File: src/sv/wcsa_mul.sv
`timescale 1ns / 1ps
// Shared 32 by 32 bit multiplier with a registered product.
// No package dependencies.
module wcsa_mul (
	input  logic        clk,
	input  logic [31:0] a,
	input  logic [31:0] b,
	output logic [63:0] product
);
	logic [63:0] prod_q;

	always_ff @(posedge clk) begin
		prod_q <= 64'(a) * 64'(b);
	end

	assign product = prod_q;

endmodule

File: config.mk
export PLATFORM = sky130hd
export DESIGN_NAME = wcsa_mul
export DESIGN_NICKNAME = d
export VERILOG_FILES = /design/src/sv/wcsa_mul.sv
export SDC_FILE = /design/constraint.sdc
export NUM_CORES = 2
export LEC_CHECK = 0
export CAP_MARGIN = 15
export CELL_PAD_IN_SITES_DETAIL_PLACEMENT = 0
export CELL_PAD_IN_SITES_GLOBAL_PLACEMENT = 1
export CORE_UTILIZATION = 58
export CTS_BUF_LIST = sky130_fd_sc_hd__clkbuf_2 sky130_fd_sc_hd__clkbuf_4 sky130_fd_sc_hd__clkbuf_8
export CTS_CLUSTER_DIAMETER = 50
export CTS_CLUSTER_SIZE = 28
export DETAILED_ROUTE_END_ITERATION = 6
export DONT_BUFFER_PORTS = 1
export PLACE_DENSITY = 0.9
export SLEW_MARGIN = 10
export SYNTH_ARGS = -nofsm -noshare
export SYNTH_HDL_FRONTEND = slang
export SYNTH_SLANG_ARGS = --single-unit
File: constraint.sdc
create_clock -name clk -period 13.4 [get_ports clk]
set_input_delay 2.01 -clock clk [delete_from_list [all_inputs] [get_ports clk]]
set_output_delay 2.01 -clock clk [all_outputs]
set_load 0.005 [all_outputs]
==> results.sh <==
export IMPL_ant_nets=0
export IMPL_crit_type="in -> reg"
export IMPL_min_path_cells=1
export IMPL_seq_area_frac_synth=0.0369
export IMPL_n_antenna_cell=0
export IMPL_grt_ovfl_total=0
export IMPL_synthArstFlopShare=0
export IMPL_hp_start="b[0]"
export IMPL_fp_row_count=89
export IMPL_largest_register_ffs=64
export IMPL_cts_max_path_buffers=2
export IMPL_hpwl_um=70700
export IMPL_hold_viol=0
export IMPL_tritoncts="done"
export IMPL_ios=129
export IMPL_start_util=0.588
export IMPL_drive_above_1_share=0.00931
export IMPL_yosysWarnings=0
export IMPL_finalCriticalPeriod_ns=8.78
export IMPL_gp_congestion=0.921
export IMPL_synthFlopType="dfxtp_1"
export IMPL_finalWirelength_um=90400
export IMPL_clkTransAtPathRegs_ns=0.09
export IMPL_grtUsageTotal=0.317
export IMPL_period_share=0.655
export IMPL_ys_ff_latch=64
export IMPL_synth_avg_cell_area_um2=9.25
export IMPL_grt_pass1_wl_um=147000
export IMPL_antenna_found_initial=0
export IMPL_grt_pass1_vias=27100
export IMPL_cts_buffers=9
export IMPL_hp_class="in -> reg"
export IMPL_status="finished, final reports clean"
export IMPL_root_buffer="clkbuf_8"
export IMPL_grt_max_degree=33
export IMPL_die_w_um=247
export IMPL_cts_sinks=64
export IMPL_place_ws_ns=4.29
export IMPL_worstSetupStartpointType="input port"
export IMPL_viasPerCell=5.64
export IMPL_final_common_cell="fa_1"
export IMPL_htree_levels=3
export IMPL_worstPathRequired_ns=13.70
export IMPL_syn_inst=3748
export IMPL_cts_hold_buf=0
export IMPL_slew_headroom=0.528
export IMPL_setup_tns_ns=0
export IMPL_fillCellCount=5211
export IMPL_syn_cell_area_um2=34700
export IMPL_io_buffers=0
export IMPL_tightest_slew_ns=0.704
export IMPL_drv_slew=0
export IMPL_cts_setup_buffers=0
export IMPL_synthToLayoutAreaGrowth_pct=1.04
export IMPL_first_pass_iters=7
export IMPL_synth_cell_types=57
export IMPL_ctsResizeCount=0
export IMPL_rsz0062_at_grt="false"
export IMPL_wl_per_cell_um=20.9
export IMPL_via_count=24300
export IMPL_die_height_um=247
export IMPL_final_nets=4763
export IMPL_synth_nets=4972
export IMPL_setup_viol=0
export IMPL_dr_first_iter_drc_count=1243
export IMPL_final_cell_mix="fa_1 (896), inv_1 (865), and2_1 (602)"
export IMPL_holdPathEnd="product[0]"
export IMPL_synth_edf_count=0
export IMPL_die_area_um2=60800
export IMPL_arrival_ns=9.08
export IMPL_setup_ws_ns=4.62
export IMPL_crit_fanout=32
export IMPL_core_um2=59000
export IMPL_end_kind="register"
export IMPL_cap_violations=0
export IMPL_fmax_mhz=114
export IMPL_drcViolationCount=0
==> how the worst max path moves through the flow <==
stage,start,endpoint,slack (ns),cells past startpoint
2_1_floorplan,a[25],product[62],4.64,25
3_3_place_gp,a[10],product[62],4.33,22
3_5_place_dp,a[10],product[62],4.29,22
4_1_cts,b[5],product[63],4.68,23
5_1_grt,a[26],product[62],4.33,24
6_report,b[17],product[62],4.62,22
==> area by class of cell <==
cell class | count | area, um2 | share of cell area
Tap cell | 773 | 967 | 0.0276
Sequential cell | 64 | 1280 | 0.0366
Inverter | 865 | 3250 | 0.0927
Clock buffer | 9 | 124 | 0.00354
Clock inverter | 7 | 103 | 0.00293
Multi-Input combinational cell | 2599 | 29300 | 0.837
==> metrics by stage <==
stage / std cells / utilization / cell area [um2] / hold slack [ns]
final: 4317 / 0.594 / 35000 / 1.79
after global routing: 4317 / 0.594 / 35000 / 1.77
after CTS: 4317 / 0.594 / 35000 / 1.78
after detailed placement: 4301 / 0.590 / 34800 / 2.17
after global placement: 4301 / 0.590 / 34800 / 2.15
after floorplan: 3748 / - / 34700 / 2.14
==> critical path, stage by stage <==
cell	delay (ns)
and2_1	0.16
fa_1	0.53
inv_1	0.05
fa_1	0.52
inv_1	0.05
fa_1	0.50
inv_1	0.05
fa_1	0.52
inv_1	0.05
fa_1	0.49
fa_1	0.43
fa_1	0.51
fa_1	0.42
ha_1	0.51
nand4_1	0.17
or4_1	0.56
or3_1	0.35
a31oi_1	0.46
a31o_2	0.29
a211oi_1	0.11
o21ai_1	0.16
xor2_1	0.15
==> cell usage after synthesis (all sizes together) (23+ instances only) <==
library cell,n,area share
fa,896,0.52
xnor2,35,0.0088
o21ai,26,0.0038
inv,865,0.094
xor2,25,0.0063
nand4,23,0.0041
clkbuf,213,0.023
a21o,40,0.0087
and2,602,0.11
a21oi,66,0.0099
dfxtp,64,0.037
ha,263,0.095
nand2,480,0.052
==> logic make-up after synthesis <==
family,Yosys count,synth area share
compound gates,202,0.0415
xor+xnor,60,0.0152
fa+ha+maj,1159,0.612
simple gates,1177,0.176
flops,64,0.0369
buf+inv,1085,0.118
mux,1,0.000289
==> per-layer routing <==
metal / part of all wire / vias up / track usage
met4: 0.061 / 0 / 0.165
met2: 0.53 / 878 / 0.565
met5: 0 / - / 0
li1: - / 10400 / -
met1: 0.36 / 12800 / 0.373
met3: 0.055 / 289 / 0.0419
Power is not shown: default switching activity piles up to over one toggle a cycle in this logic, so the estimate is an artifact.
