### src/sv/wcsa_pkg.sv
`timescale 1ns / 1ps
// Package for the weighted capped share allocator.
// Holds widths, the sequencer state type and the divider request struct.
package wcsa_pkg;

	localparam int unsigned MAX_CLIENTS_DEF = 32;
	localparam int unsigned WSUM_W = 37;
	localparam int unsigned CNT_W = 7;
	localparam logic [16:0] FULL_SHARE = 17'd65536;
	localparam logic [CNT_W-1:0] RATIO_STEPS = 7'd64;
	localparam logic [CNT_W-1:0] FRAC_STEPS = 7'd17;

	typedef enum logic [3:0] {
		S_LOAD,
		S_RSTART,
		S_RWAIT,
		S_FETCH,
		S_MUL_LO,
		S_MUL_HI,
		S_SUM,
		S_CMP,
		S_FWAIT,
		S_EREAD,
		S_EOUT,
		S_EWAIT
	} state_t;

	typedef struct packed {
		logic              start;
		logic [WSUM_W-1:0] rem_init;
		logic [63:0]       dividend;
		logic [WSUM_W-1:0] divisor;
		logic [CNT_W-1:0]  count;
	} div_req_t;

endpackage

### src/sv/wcsa_div.sv
`timescale 1ns / 1ps
// Restoring divider that produces one quotient bit per cycle.
// Depends on wcsa_pkg for the request struct and widths.
module wcsa_div (
	input  logic              clk,
	input  logic              arst_n,
	input  wcsa_pkg::div_req_t req,
	output logic              done,
	output logic [63:0]       quotient
);
	import wcsa_pkg::*;

	logic              run_q;
	logic [CNT_W-1:0]  cnt_q;
	logic [WSUM_W-1:0] rem_q;
	logic [WSUM_W-1:0] dvs_q;
	logic [63:0]       dvd_q;
	logic [63:0]       quo_q;
	logic [WSUM_W:0]   trial;
	logic              fits;

	assign trial = {rem_q, dvd_q[63]};
	assign fits = trial >= {1'b0, dvs_q};
	assign done = run_q && (cnt_q == '0);
	assign quotient = quo_q;

	always_ff @(posedge clk or negedge arst_n) begin
		if (!arst_n) begin
			run_q <= 1'b0;
			cnt_q <= '0;
		end else if (req.start) begin
			run_q <= 1'b1;
			cnt_q <= req.count;
		end else if (done) begin
			run_q <= 1'b0;
		end else if (run_q) begin
			cnt_q <= cnt_q - 1'b1;
		end
	end

	always_ff @(posedge clk) begin
		if (req.start) begin
			rem_q <= req.rem_init;
			dvs_q <= req.divisor;
			dvd_q <= req.dividend;
			quo_q <= '0;
		end else if (run_q && (cnt_q != '0)) begin
			rem_q <= fits ? WSUM_W'(trial - {1'b0, dvs_q}) : trial[WSUM_W-1:0];
			dvd_q <= {dvd_q[62:0], 1'b0};
			quo_q <= {quo_q[62:0], fits};
		end
	end

endmodule

### config.mk
export PLATFORM = sky130hd
export DESIGN_NAME = wcsa_div
export DESIGN_NICKNAME = d
export VERILOG_FILES = /design/src/sv/wcsa_pkg.sv /design/src/sv/wcsa_div.sv
export SDC_FILE = /design/constraint.sdc
export NUM_CORES = 1
export LEC_CHECK = 0
export BUFFER_PORTS_ARGS = -buffer_cell sky130_fd_sc_hd__buf_4
export CAP_MARGIN = 5
export CORE_MARGIN = 1
export CORE_UTILIZATION = 26
export CTS_CLUSTER_DIAMETER = 100
export DETAILED_ROUTE_END_ITERATION = 6
export PLACE_DENSITY = 0.44
export SYNTH_ARGS = -nofsm -noshare
export SYNTH_HDL_FRONTEND = slang
export SYNTH_SLANG_ARGS = --single-unit
export TNS_END_PERCENT = 5
### constraint.sdc
create_clock -name clk -period 6.2 [get_ports clk]
set_clock_uncertainty 0.2 [all_clocks]
set_input_delay 1.24 -clock clk [delete_from_list [all_inputs] [get_ports clk]]
set_output_delay 1.24 -clock clk [all_outputs]
set_load 0.02 [all_outputs]
==> flow_summary.toml, run 1 <==
[critical_path]
crit_path_start_kind = "flop"
reg2reg_from = "dvd_q[63]"
worstReg2RegEnd = "rem_q[0]"
worstRegToRegCells = 14
r2r_slack_ns = 1.58
cp_max_fo = 24
end_kind = "flop"
arrival_ns = 4.73
crit_type = "flop to flop"
cp.required_ns = 6.31

[final_layout]
drive_gt1_frac = 0.2760
nNetsFinal = 1387
layoutNonFillerInstCount = 1748
layout-area-overhead-vs-synth_pct = 28.27
finish.utilization = 0.3393

[clocking]
postCtsSetupBuffers = 0
cts_tree = "yes"
ctsHoldBuffers = 0
clk_latency_ns = 0.56
clk_pin_slew_worst_paths_ns = 0.06
cts-resized-gates = 0
cts_buffer_depth = 3
cts_buffers = 27
cts_sinks = 210
htree_levels = 1
cts_root_buf = "clkbuf_16"

[global_routing]
gr-total-overflow = 0
grt_max_degree = 97
grt.met1_usage = 0.1891
grt_pass1_wl_mm = 48.00
track_usage = 0.1469
antenna_found_initial = 3
gr-max-usage-layer = "met2"
grt_pass1_vias = 8533
gr-usage-met2 = 0.2320
globalRouteMet3Util = 0.05321

[timing]
finalSetupTns_ns = 0
max_freq_ghz = 0.2165
hold_ws_ns = 0.2662
worst_slew_pin_slew_ns = 1.093
hold_viol = 0
slew_violations = 0
min_period_ns = 4.619
post-route-period-util = 0.7450
slew_headroom = 0.2713
rsz0062_at_grt = "false"
report.final.setup_viol = 0

[logic_synthesis]
synth_top_area_frac = 0.3934
synthDominantAreaCellType = "edfxtp_1"
synthTopCellsByCount = "176 x nand2_1, 138 x edfxtp_1, 109 x a21oi_1, 64 x dfxtp_1, 64 x mux2_2"
synth-edff-count = 138
synth_area_um2 = 10530
synth_most_common_cell = "nand2_1"
yosysWarnings = 0
synth_area_leaders = "edfxtp_1 39%, dfxtp_1 12%, mux2_2 6.8%, nand2_1 6.3%, a21oi_1 5.2%"
ys_ff_latch = 210
synth.distinct_cells = 55
avgSynthCellArea_um2 = 10.42
async_reset_ff_frac = 0.03810
netlist_instances = 1011
synth_seq_area_share = 0.5341
synth-main-ff-cell = "edfxtp_1"
synth_nets = 1198

[power]
leakagePower_nw = 5.431
peakVddDrop_mv = 0.2188
powerDensity_nw_per_um2 = 404.3

[placed_design]
place_hpwl_mm = 20.31
port-buffer-count = 212
gp_congestion = 0.7766
dpl.cell_count = 1696

[outcome]
status = "finished clean"

[min_path]
hold_depth = 2
min_from = "quotient[63]"
hold_class = "flop to flop"
holdPathEnd = "quotient[63]"

[detailed_routing]
drtIter0Drc = 514
wl_per_cell_um = 17.35
ant_nets = 0
drt-total-wl_mm = 30.33
vias = 8224
vias_per_cell = 4.705
drtPass1Iterations = 5
drc_errors = 0

[floorplan]
core.rowCount = 73
die_w_um = 203.3
core_um2 = 39820
dieArea_um2 = 41320
pin_count = 213
start_util = 0.2645
floorplan.die.height_um = 203.3

[flow_run]
drv_cap = 0
state kept, by name, summed over array words and instances, names as in the netlist:
name / count
dvd_q: 64
quotient: 64
dvs_q: 37
rem_q: 37
cnt_q: 7
run_q: 1
cells by family (layout without fill, tap and decap cells):
group           after synthesis  after routing  share of synthesized area
other cells                   0              2                          0
compound gates              289            289                     0.1713
simple gates                260            260                     0.1075
mux                          64             64                    0.06842
fa+ha+maj                    39             39                    0.04704
flops                       210            210                     0.5341
xor+xnor                     36             36                    0.02994
buf+inv                     113            323                    0.04170
cell type report:
cell class	instances	area [um^2]
fillers	4154	26310
flip-flops and latches	210	5625
multi-input cells	688	4488
repair buffers	224	1688
clock buffers	38	757.0
well taps	525	656.9
inverters	49	183.9
clock inverters	12	106.4
diodes	2	5.005
power breakdown:
part	leakage [nW]	switching (W)	internal, W
registers	2.04	0.000117	0.00178
logic	2.97	0.00119	0.000836
clock network	0.426	0.000649	0.000897
per-stage QoR:
stage | cell area, um^2 | worst slack (ns) | total power, W
6_report | 13510 | 1.581 | 0.005463
3_5_place_dp | 12640 | 1.570 | 0.003938
2_1_floorplan | 10530 | 1.357 | 0.003381
5_1_grt | 13510 | 1.333 | 0.005845
3_3_place_gp | 12640 | 1.644 | 0.003941
4_1_cts | 13510 | 1.562 | 0.005531
how the worst max path moves through the flow:
stage                   start       end  slack (ns)  cells after the start
global placement    dvd_q[63]  rem_q[0]        1.64                     14
CTS                 dvd_q[63]  rem_q[0]        1.56                     14
finish              dvd_q[63]  rem_q[0]        1.58                     14
global route        dvd_q[63]  rem_q[0]        1.33                     14
detailed placement  dvd_q[63]  rem_q[0]        1.57                     14
floorplan            req[145]  dvd_q[0]        1.36                      5
layer usage:
| layer | part of all wire | vias to the layer above |
|---|---|---|
| met5 | 0.00053 | - |
| met4 | 0.021 | 2 |
| met3 | 0.087 | 43 |
| met2 | 0.45 | 196 |
| met1 | 0.44 | 3936 |
| li1 | - | 4047 |
cell usage in the layout, fill, tap and decap left out, drive strengths merged, types with 21 or more instances in the layout:
cell type,n
buf,223
nand2,176
edfxtp,138
a21oi,109
mux2,64
dfxtp,64
o21ai,63
inv,52
clkbuf,39
ha,38
nor2,24
a31oi,23
a21o,21
critical path, stage by stage (launching register included):
cell and delay, ns:
edfxtp_1 0.37, inv_1 0.08, ha_1 0.16, inv_1 0.05
fa_1 0.40, a21o_1 0.20, a221oi_2 0.32, o21ai_1 0.15
a311o_1 0.47, a311o_1 0.43, nor3b_1 0.19, o21ai_4 0.67
buf_4 0.35, a31oi_1 0.10, a22o_1 0.21
No activity file was read; power rests on OpenSTA's default activity.
==> run 2, diff against run 1 <==
--- a/config.mk
+++ b/config.mk
@@ -5,13 +5,14 @@
 export SDC_FILE = /design/constraint.sdc
 export NUM_CORES = 1
 export LEC_CHECK = 0
+export ABC_AREA = 1
 export BUFFER_PORTS_ARGS = -buffer_cell sky130_fd_sc_hd__buf_4
 export CAP_MARGIN = 5
 export CORE_MARGIN = 1
 export CORE_UTILIZATION = 26
 export CTS_CLUSTER_DIAMETER = 100
 export DETAILED_ROUTE_END_ITERATION = 6
-export PLACE_DENSITY = 0.44
+export PLACE_DENSITY = 0.45
 export SYNTH_ARGS = -nofsm -noshare
 export SYNTH_HDL_FRONTEND = slang
 export SYNTH_SLANG_ARGS = --single-unit
==> constraint.sdc (replaced) <==
create_clock -name clk -period 3.88 [get_ports clk]
set_clock_uncertainty 0.2 [all_clocks]
set_input_delay 0.776 -clock clk [delete_from_list [all_inputs] [get_ports clk]]
set_output_delay 0.776 -clock clk [all_outputs]
set_load 0.02 [all_outputs]
==> run 2 against run 1 <==
  * Final area grew 6.5%
  * Register-to-register slack lost 0.79 ns
  * Clock power grew 55%
  * Synthesized cell count grew 40%
  * Sequential share of layout area shrank 2.5 points
  * Synthesized area grew 8.2%
  * Sequential power grew 54%
  * Flip-flop and latch count is the same
  * Fmax grew 49%
  * Total power grew 63%
  * Worst setup slack lost 0.79 ns
  * Utilization shrank 0.60 points
  * Critical endpoint is now rem_q[2]
==> flow_summary.toml, run 2 <==
[critical_path]
worstRegToRegCells = 16
r2r_slack_ns = 0.79
cp_max_fo = 38
worstReg2RegEnd = "rem_q[2]"
reg2reg_from = "dvs_q[0]"
cp.required_ns = 3.99
end_kind = "flop"
arrival_ns = 3.21
crit_type = "flop to flop"
crit_path_start_kind = "flop"

[global_routing]
gr-total-overflow = 0
track_usage = 0.1451
grt_pass1_wl_mm = 51.52
antenna_found_initial = 8
grt_pass1_vias = 9631
grt_max_degree = 87

[floorplan]
core_um2 = 43170
core.rowCount = 76
floorplan.die.height_um = 211.3
dieArea_um2 = 44660
die_w_um = 211.3
start_util = 0.2639
pin_count = 213

[detailed_routing]
wl_per_cell_um = 14.56
vias_per_cell = 4.270
drt-total-wl_mm = 32.44
ant_nets = 0
drtIter0Drc = 519
drc_errors = 0
drtPass1Iterations = 5
vias = 9514

[logic_synthesis]
synthTopCellsByCount = "534 x nand2_1, 219 x inv_1, 138 x edfxtp_1, 70 x nand3_1, 64 x dfxtp_1"
synth_seq_area_share = 0.4937
yosysWarnings = 0
netlist_instances = 1420
synth_area_um2 = 11390
async_reset_ff_frac = 0.03810
synth_most_common_cell = "nand2_1"
synth.distinct_cells = 41
avgSynthCellArea_um2 = 8.024
ys_ff_latch = 210
synth-edff-count = 138
synth_top_area_frac = 0.3637
synthDominantAreaCellType = "edfxtp_1"
synth_area_leaders = "edfxtp_1 36%, nand2_1 18%, dfxtp_1 11%, inv_1 7.2%, ha_1 4.2%"
synth-main-ff-cell = "edfxtp_1"
synth_nets = 1607

[clocking]
cts_buffer_depth = 3
htree_levels = 1
postCtsSetupBuffers = 0
cts_buffers = 26
cts_sinks = 210
clk_pin_slew_worst_paths_ns = 0.06
cts_tree = "yes"
clk_latency_ns = 0.56
cts_root_buf = "clkbuf_16"

[min_path]
hold_class = "input port to flop"
hold_depth = 1
holdPathEnd = "dvs_q[31]"
min_from = "req[38]"

[timing]
slew_headroom = 0.3704
worst_slew_pin_slew_ns = 0.9444
hold_viol = 0
finalSetupTns_ns = 0
min_period_ns = 3.094
post-route-period-util = 0.7973
rsz0062_at_grt = "false"
slew_violations = 0
report.final.setup_viol = 0
max_freq_ghz = 0.3232

[flow_run]
drv_cap = 0

[power]
peakVddDrop_mv = 0.3493
leakagePower_nw = 6.889
powerDensity_nw_per_um2 = 618.4

[final_layout]
final_common_cell = "nand2_1"
drive_gt1_frac = 0.1907
nNetsFinal = 1809
layout_common_cells = "533 x nand2_1, 220 x buf_4, 218 x inv_1, 138 x edfxtp_1, 70 x nand3_1"
layout-area-overhead-vs-synth_pct = 26.27
finish.utilization = 0.3332
regArea_um2 = 5625
layoutNonFillerInstCount = 2228
n_fill_cell = 4696
multi_input_area_um2 = 4632

[placed_design]
port-buffer-count = 212
gp_congestion = 0.9008
place_hpwl_mm = 23.78
dpl.cell_count = 2178

[outcome]
status = "finished clean"
==> run 2: cell types whose count changed after synthesis, moves of 38 or more <==
cell / change
a21oi_1: -84
nand3b_1: +38
nand3_1: +59
nand2_1: +358
inv_1: +170
nor2_1: +38
o22ai_1: +62
mux2_2: -64
==> run 2: logic make-up (layout without fill, tap and decap cells) <==
family,after synthesis,in the layout,share of synthesized area
simple gates,762,762,0.2856
buf+inv,273,494,0.1004
flops,210,210,0.4937
compound gates,117,117,0.06216
fa+ha+maj,39,39,0.04349
xor+xnor,19,19,0.01461
other cells,0,2,0
==> run 2: what timing repair did <==
item / CTS / global route
hold buffers: 1 / 0
endpoints found under the hold margin: 8 / 0
resized for setup: 0 / 0
==> run 2: final cells by class <==
| cell class | instances | share of cell area |
|---|---|---|
| diodes | 2 | 0.0003479 |
| clock buffers | 36 | 0.05140 |
| clock inverters | 11 | 0.007567 |
| inverters | 224 | 0.05853 |
| multi-input cells | 937 | 0.3220 |
| flip-flops and latches | 210 | 0.3910 |
| well taps | 585 | 0.05088 |
| repair buffers | 223 | 0.1183 |
==> run 2: stage by stage <==
step | cell area (um^2) | total power, W | setup WS [ns] | hold WS [ns]
3_5_place_dp | 13520 | 0.006548 | 0.7521 | 0.2603
6_report | 14390 | 0.008896 | 0.7863 | 0.1840
4_1_cts | 14380 | 0.009032 | 0.7464 | 0.1476
2_1_floorplan | 11390 | 0.005713 | 0.5945 | 0.2804
3_3_place_gp | 13520 | 0.006565 | 0.8467 | 0.2528
5_1_grt | 14380 | 0.009611 | 0.5001 | 0.1557
==> run 2: how the worst max path moves through the flow <==
stage | startpoint | to | slack (ns) | cells after the start
after floorplan | req[145] | dvd_q[0] | 0.59 | 4
after global placement | dvs_q[0] | rem_q[2] | 0.85 | 16
after detailed placement | dvs_q[0] | rem_q[2] | 0.75 | 16
after CTS | dvs_q[0] | rem_q[2] | 0.75 | 16
after global routing | dvs_q[0] | rem_q[2] | 0.50 | 16
final | dvs_q[0] | rem_q[2] | 0.79 | 16
==> run 2: where the power goes <==
part	internal [W]	switching [W]
clock	0.00140	0.00101
combinational	0.00132	0.00225
sequential	0.00277	0.000147
total	0.00549	0.00341
==> run 2: worst max-delay path, cell delays in order, from the launching register on <==
cell and delay (ns):
edfxtp_1 0.37, ha_1 0.20, inv_1 0.12, fa_1 0.23
nand2_2 0.07, nand2_2 0.09, nand3_2 0.07, nand2_2 0.09
nand2_1 0.08, nand2_2 0.11, nand2_1 0.09, nand2_2 0.10
nand2_4 0.16, nand2_4 0.51, o21ai_0 0.19, nand3_1 0.12
nand2_1 0.06
==> run 2: layer usage <==
metal,global-route usage,routed length [um],up-vias
li1,-,-,4938
met1,0.1796,14420,4313
met2,0.2364,14530,199
met3,0.05637,2717,52
met4,0.03398,693,12
met5,0,85,-
==> run 3, diff against run 2 <==
--- a/config.mk
+++ b/config.mk
@@ -12,7 +12,7 @@
 export CORE_UTILIZATION = 26
 export CTS_CLUSTER_DIAMETER = 100
 export DETAILED_ROUTE_END_ITERATION = 6
-export PLACE_DENSITY = 0.45
+export PLACE_DENSITY = 0.43
 export SYNTH_ARGS = -nofsm -noshare
 export SYNTH_HDL_FRONTEND = slang
 export SYNTH_SLANG_ARGS = --single-unit
==> constraint.sdc (replaced) <==
create_clock -name clk -period 2.9 [get_ports clk]
set_clock_uncertainty 0.2 [all_clocks]
set_input_delay 0.58 -clock clk [delete_from_list [all_inputs] [get_ports clk]]
set_output_delay 0.58 -clock clk [all_outputs]
set_load 0.02 [all_outputs]
==> run 3 against run 2 <==
  * Wire length up 2.3%
  * First-iteration DRC count is 0.58% lower
  * Fmax is 14% higher
  * Highest routed layer unchanged
  * Utilization rose by 1.3 points
  * Worst hold slack got worse by 0.14 ns
  * Sequential power rose by 34%
  * Worst setup slack got worse by 0.60 ns
  * Largest power group unchanged
  * Global-route usage up 0.24 points
==> flow_summary.toml, run 3 (synthesis gave the netlist of run 2 again) <==
[outcome]
status = "finished clean"

[timing]
max_freq_ghz = 0.3686
slew_violations = 0
hold_viol = 0
worst_slew_pin_slew_ns = 0.6311
min_period_ns = 2.713
rsz0062_at_grt = "true"
post-route-period-util = 0.9354
report.final.setup_viol = 0
slew_headroom = 0.5793
finalSetupTns_ns = 0
worst_slack_ns = 0.1872

[power]
powerDensity_nw_per_um2 = 810.1
leakagePower_nw = 7.094
total_power_w = 0.01210
peakVddDrop_mv = 0.4236

[critical_path]
path_cells = "ha_1 -> inv_2 -> fa_2 -> nand2_2 -> nand2_2 -> nand3_2 -> nand2_2 -> nand2_1 -> nand2_2 -> nand2_2 -> nand2_2 -> nand2_8 -> nand2_8 -> clkbuf_16 -> nand2_2 -> nand3_1 -> nand2_1"
end_kind = "flop"
crit_top_cell = "nand2_2"
cp.required_ns = 3.02
arrival_ns = 2.83
crit_type = "flop to flop"
cpPeakStageDelay_ns = 0.38
cp_max_fo = 19
crit_path_top_delay_cell = "edfxtp_1"
crit_path_start_kind = "flop"

[floorplan]
core_um2 = 43170
die_w_um = 211.3
core.rowCount = 76
start_util = 0.2639
floorplan.die.height_um = 211.3
dieArea_um2 = 44660
pin_count = 213

[final_layout]
final_common_cell = "nand2_1"
drive_gt1_frac = 0.1886
layout-area-overhead-vs-synth_pct = 31.07
n_fill_cell = 4687
nNetsFinal = 1854
layout_common_cells = "532 x nand2_1, 219 x buf_4, 217 x inv_1, 138 x edfxtp_1, 70 x nand3_1"
layoutNonFillerInstCount = 2274

[global_routing]
grt_pass1_wl_mm = 52.76
track_usage = 0.1476
grt_pass1_vias = 9904
antenna_found_initial = 8
grt_max_degree = 107
gr-total-overflow = 0

[placed_design]
pre_cts_slack_ns = 0.03165
gp_congestion = 0.8683
dpl.cell_count = 2182
place_hpwl_mm = 24.11
port-buffer-count = 212

[clocking]
cts_buffers = 26
cts_sinks = 210
htree_levels = 1
clk_latency_ns = 0.56
cts_buffer_depth = 3
cts_tree = "yes"
postCtsSetupBuffers = 0
cts_root_buf = "clkbuf_16"
clk_pin_slew_worst_paths_ns = 0.06

[flow_run]
drv_cap = 0

[detailed_routing]
wl_per_cell_um = 14.59
ant_nets = 0
drt-total-wl_mm = 33.18
vias_per_cell = 4.285
drtIter0Drc = 516
drtPass1Iterations = 5
drc_errors = 0
vias = 9743

[min_path]
hold_class = "input port to flop"
## run 3: changes by cell type in the layout (fill, tap and decap cells not counted), sizes merged, moves of 2 or more
cell / before / now
dlygate4sd3: 1 / 40
inv: 224 / 222
buf: 222 / 226
clkinv: 9 / 11
clkbuf: 36 / 40
## run 3: cell type report
| cell class | count | area (um^2) | share of cell area |
|---|---|---|---|
| Timing Repair Buffer | 268 | 2237 | 0.1498 |
| Inverter | 224 | 842.1 | 0.05639 |
| Antenna cell | 3 | 7.507 | 0.0005027 |
| Sequential cell | 210 | 5625 | 0.3767 |
| Clock inverter | 9 | 63.81 | 0.004273 |
| Tap cell | 585 | 732.0 | 0.04902 |
| Clock buffer | 38 | 753.2 | 0.05044 |
| Multi-Input combinational cell | 937 | 4672 | 0.3129 |
## run 3: per-layer routing
layer / vias to the layer above / wire length (um) / GRT usage
li1: 5031 / - / -
met1: 4482 / 15430 / 0.1929
met2: 178 / 14820 / 0.2362
met3: 42 / 2313 / 0.04910
met4: 10 / 549 / 0.02999
met5: - / 77 / 0
## run 3: worst max-delay path, delay by kind of cell, from the launching register on
family                   cells  cell delay (ns)
flip-flops                   1             0.38
buffers and inverters        2             0.31
AND/OR/NAND/NOR             13             1.12
adder cells (fa/ha/maj)      2             0.43
## run 3: path summary, 6_finish.rpt
kind	endpoint	slack, ns	cells past startpoint	start
max	rem_q[11]	0.19	17	dvs_q[0]
min	cnt_q[1]	0.04	3	req[1]
max reg2reg	rem_q[11]	0.19	17	dvs_q[0]
min reg2reg	quotient[63]	0.27	2	quotient[63]
max in group asynchronous	cnt_q[4]	2.16	2	arst_n
min in group asynchronous	cnt_q[2]	0.20	2	arst_n
## run 3: what timing repair did
action,4_1_cts,5_1_grt
setup endpoints to repair,0,37
resized for setup,0,12
hold buffers,40,0
hold endpoints to repair,47,0
## run 3: power by group
| group | switching, W | total [W] | internal (W) |
|---|---|---|---|
| clock network | 0.00131 | 0.00311 | 0.00180 |
| registers | 0.000193 | 0.00390 | 0.00371 |
| logic | 0.00311 | 0.00509 | 0.00197 |
## run 3: through the flow
stage,hold slack [ns],utilization,instance area [um^2]
after floorplan,0.08441,-,11400
after global placement,0.2104,0.3151,13600
after detailed placement,0.2084,0.3151,13600
after CTS,0.008864,0.3433,14820
after global routing,0.04233,0.3458,14930
final,0.04144,0.3459,14930
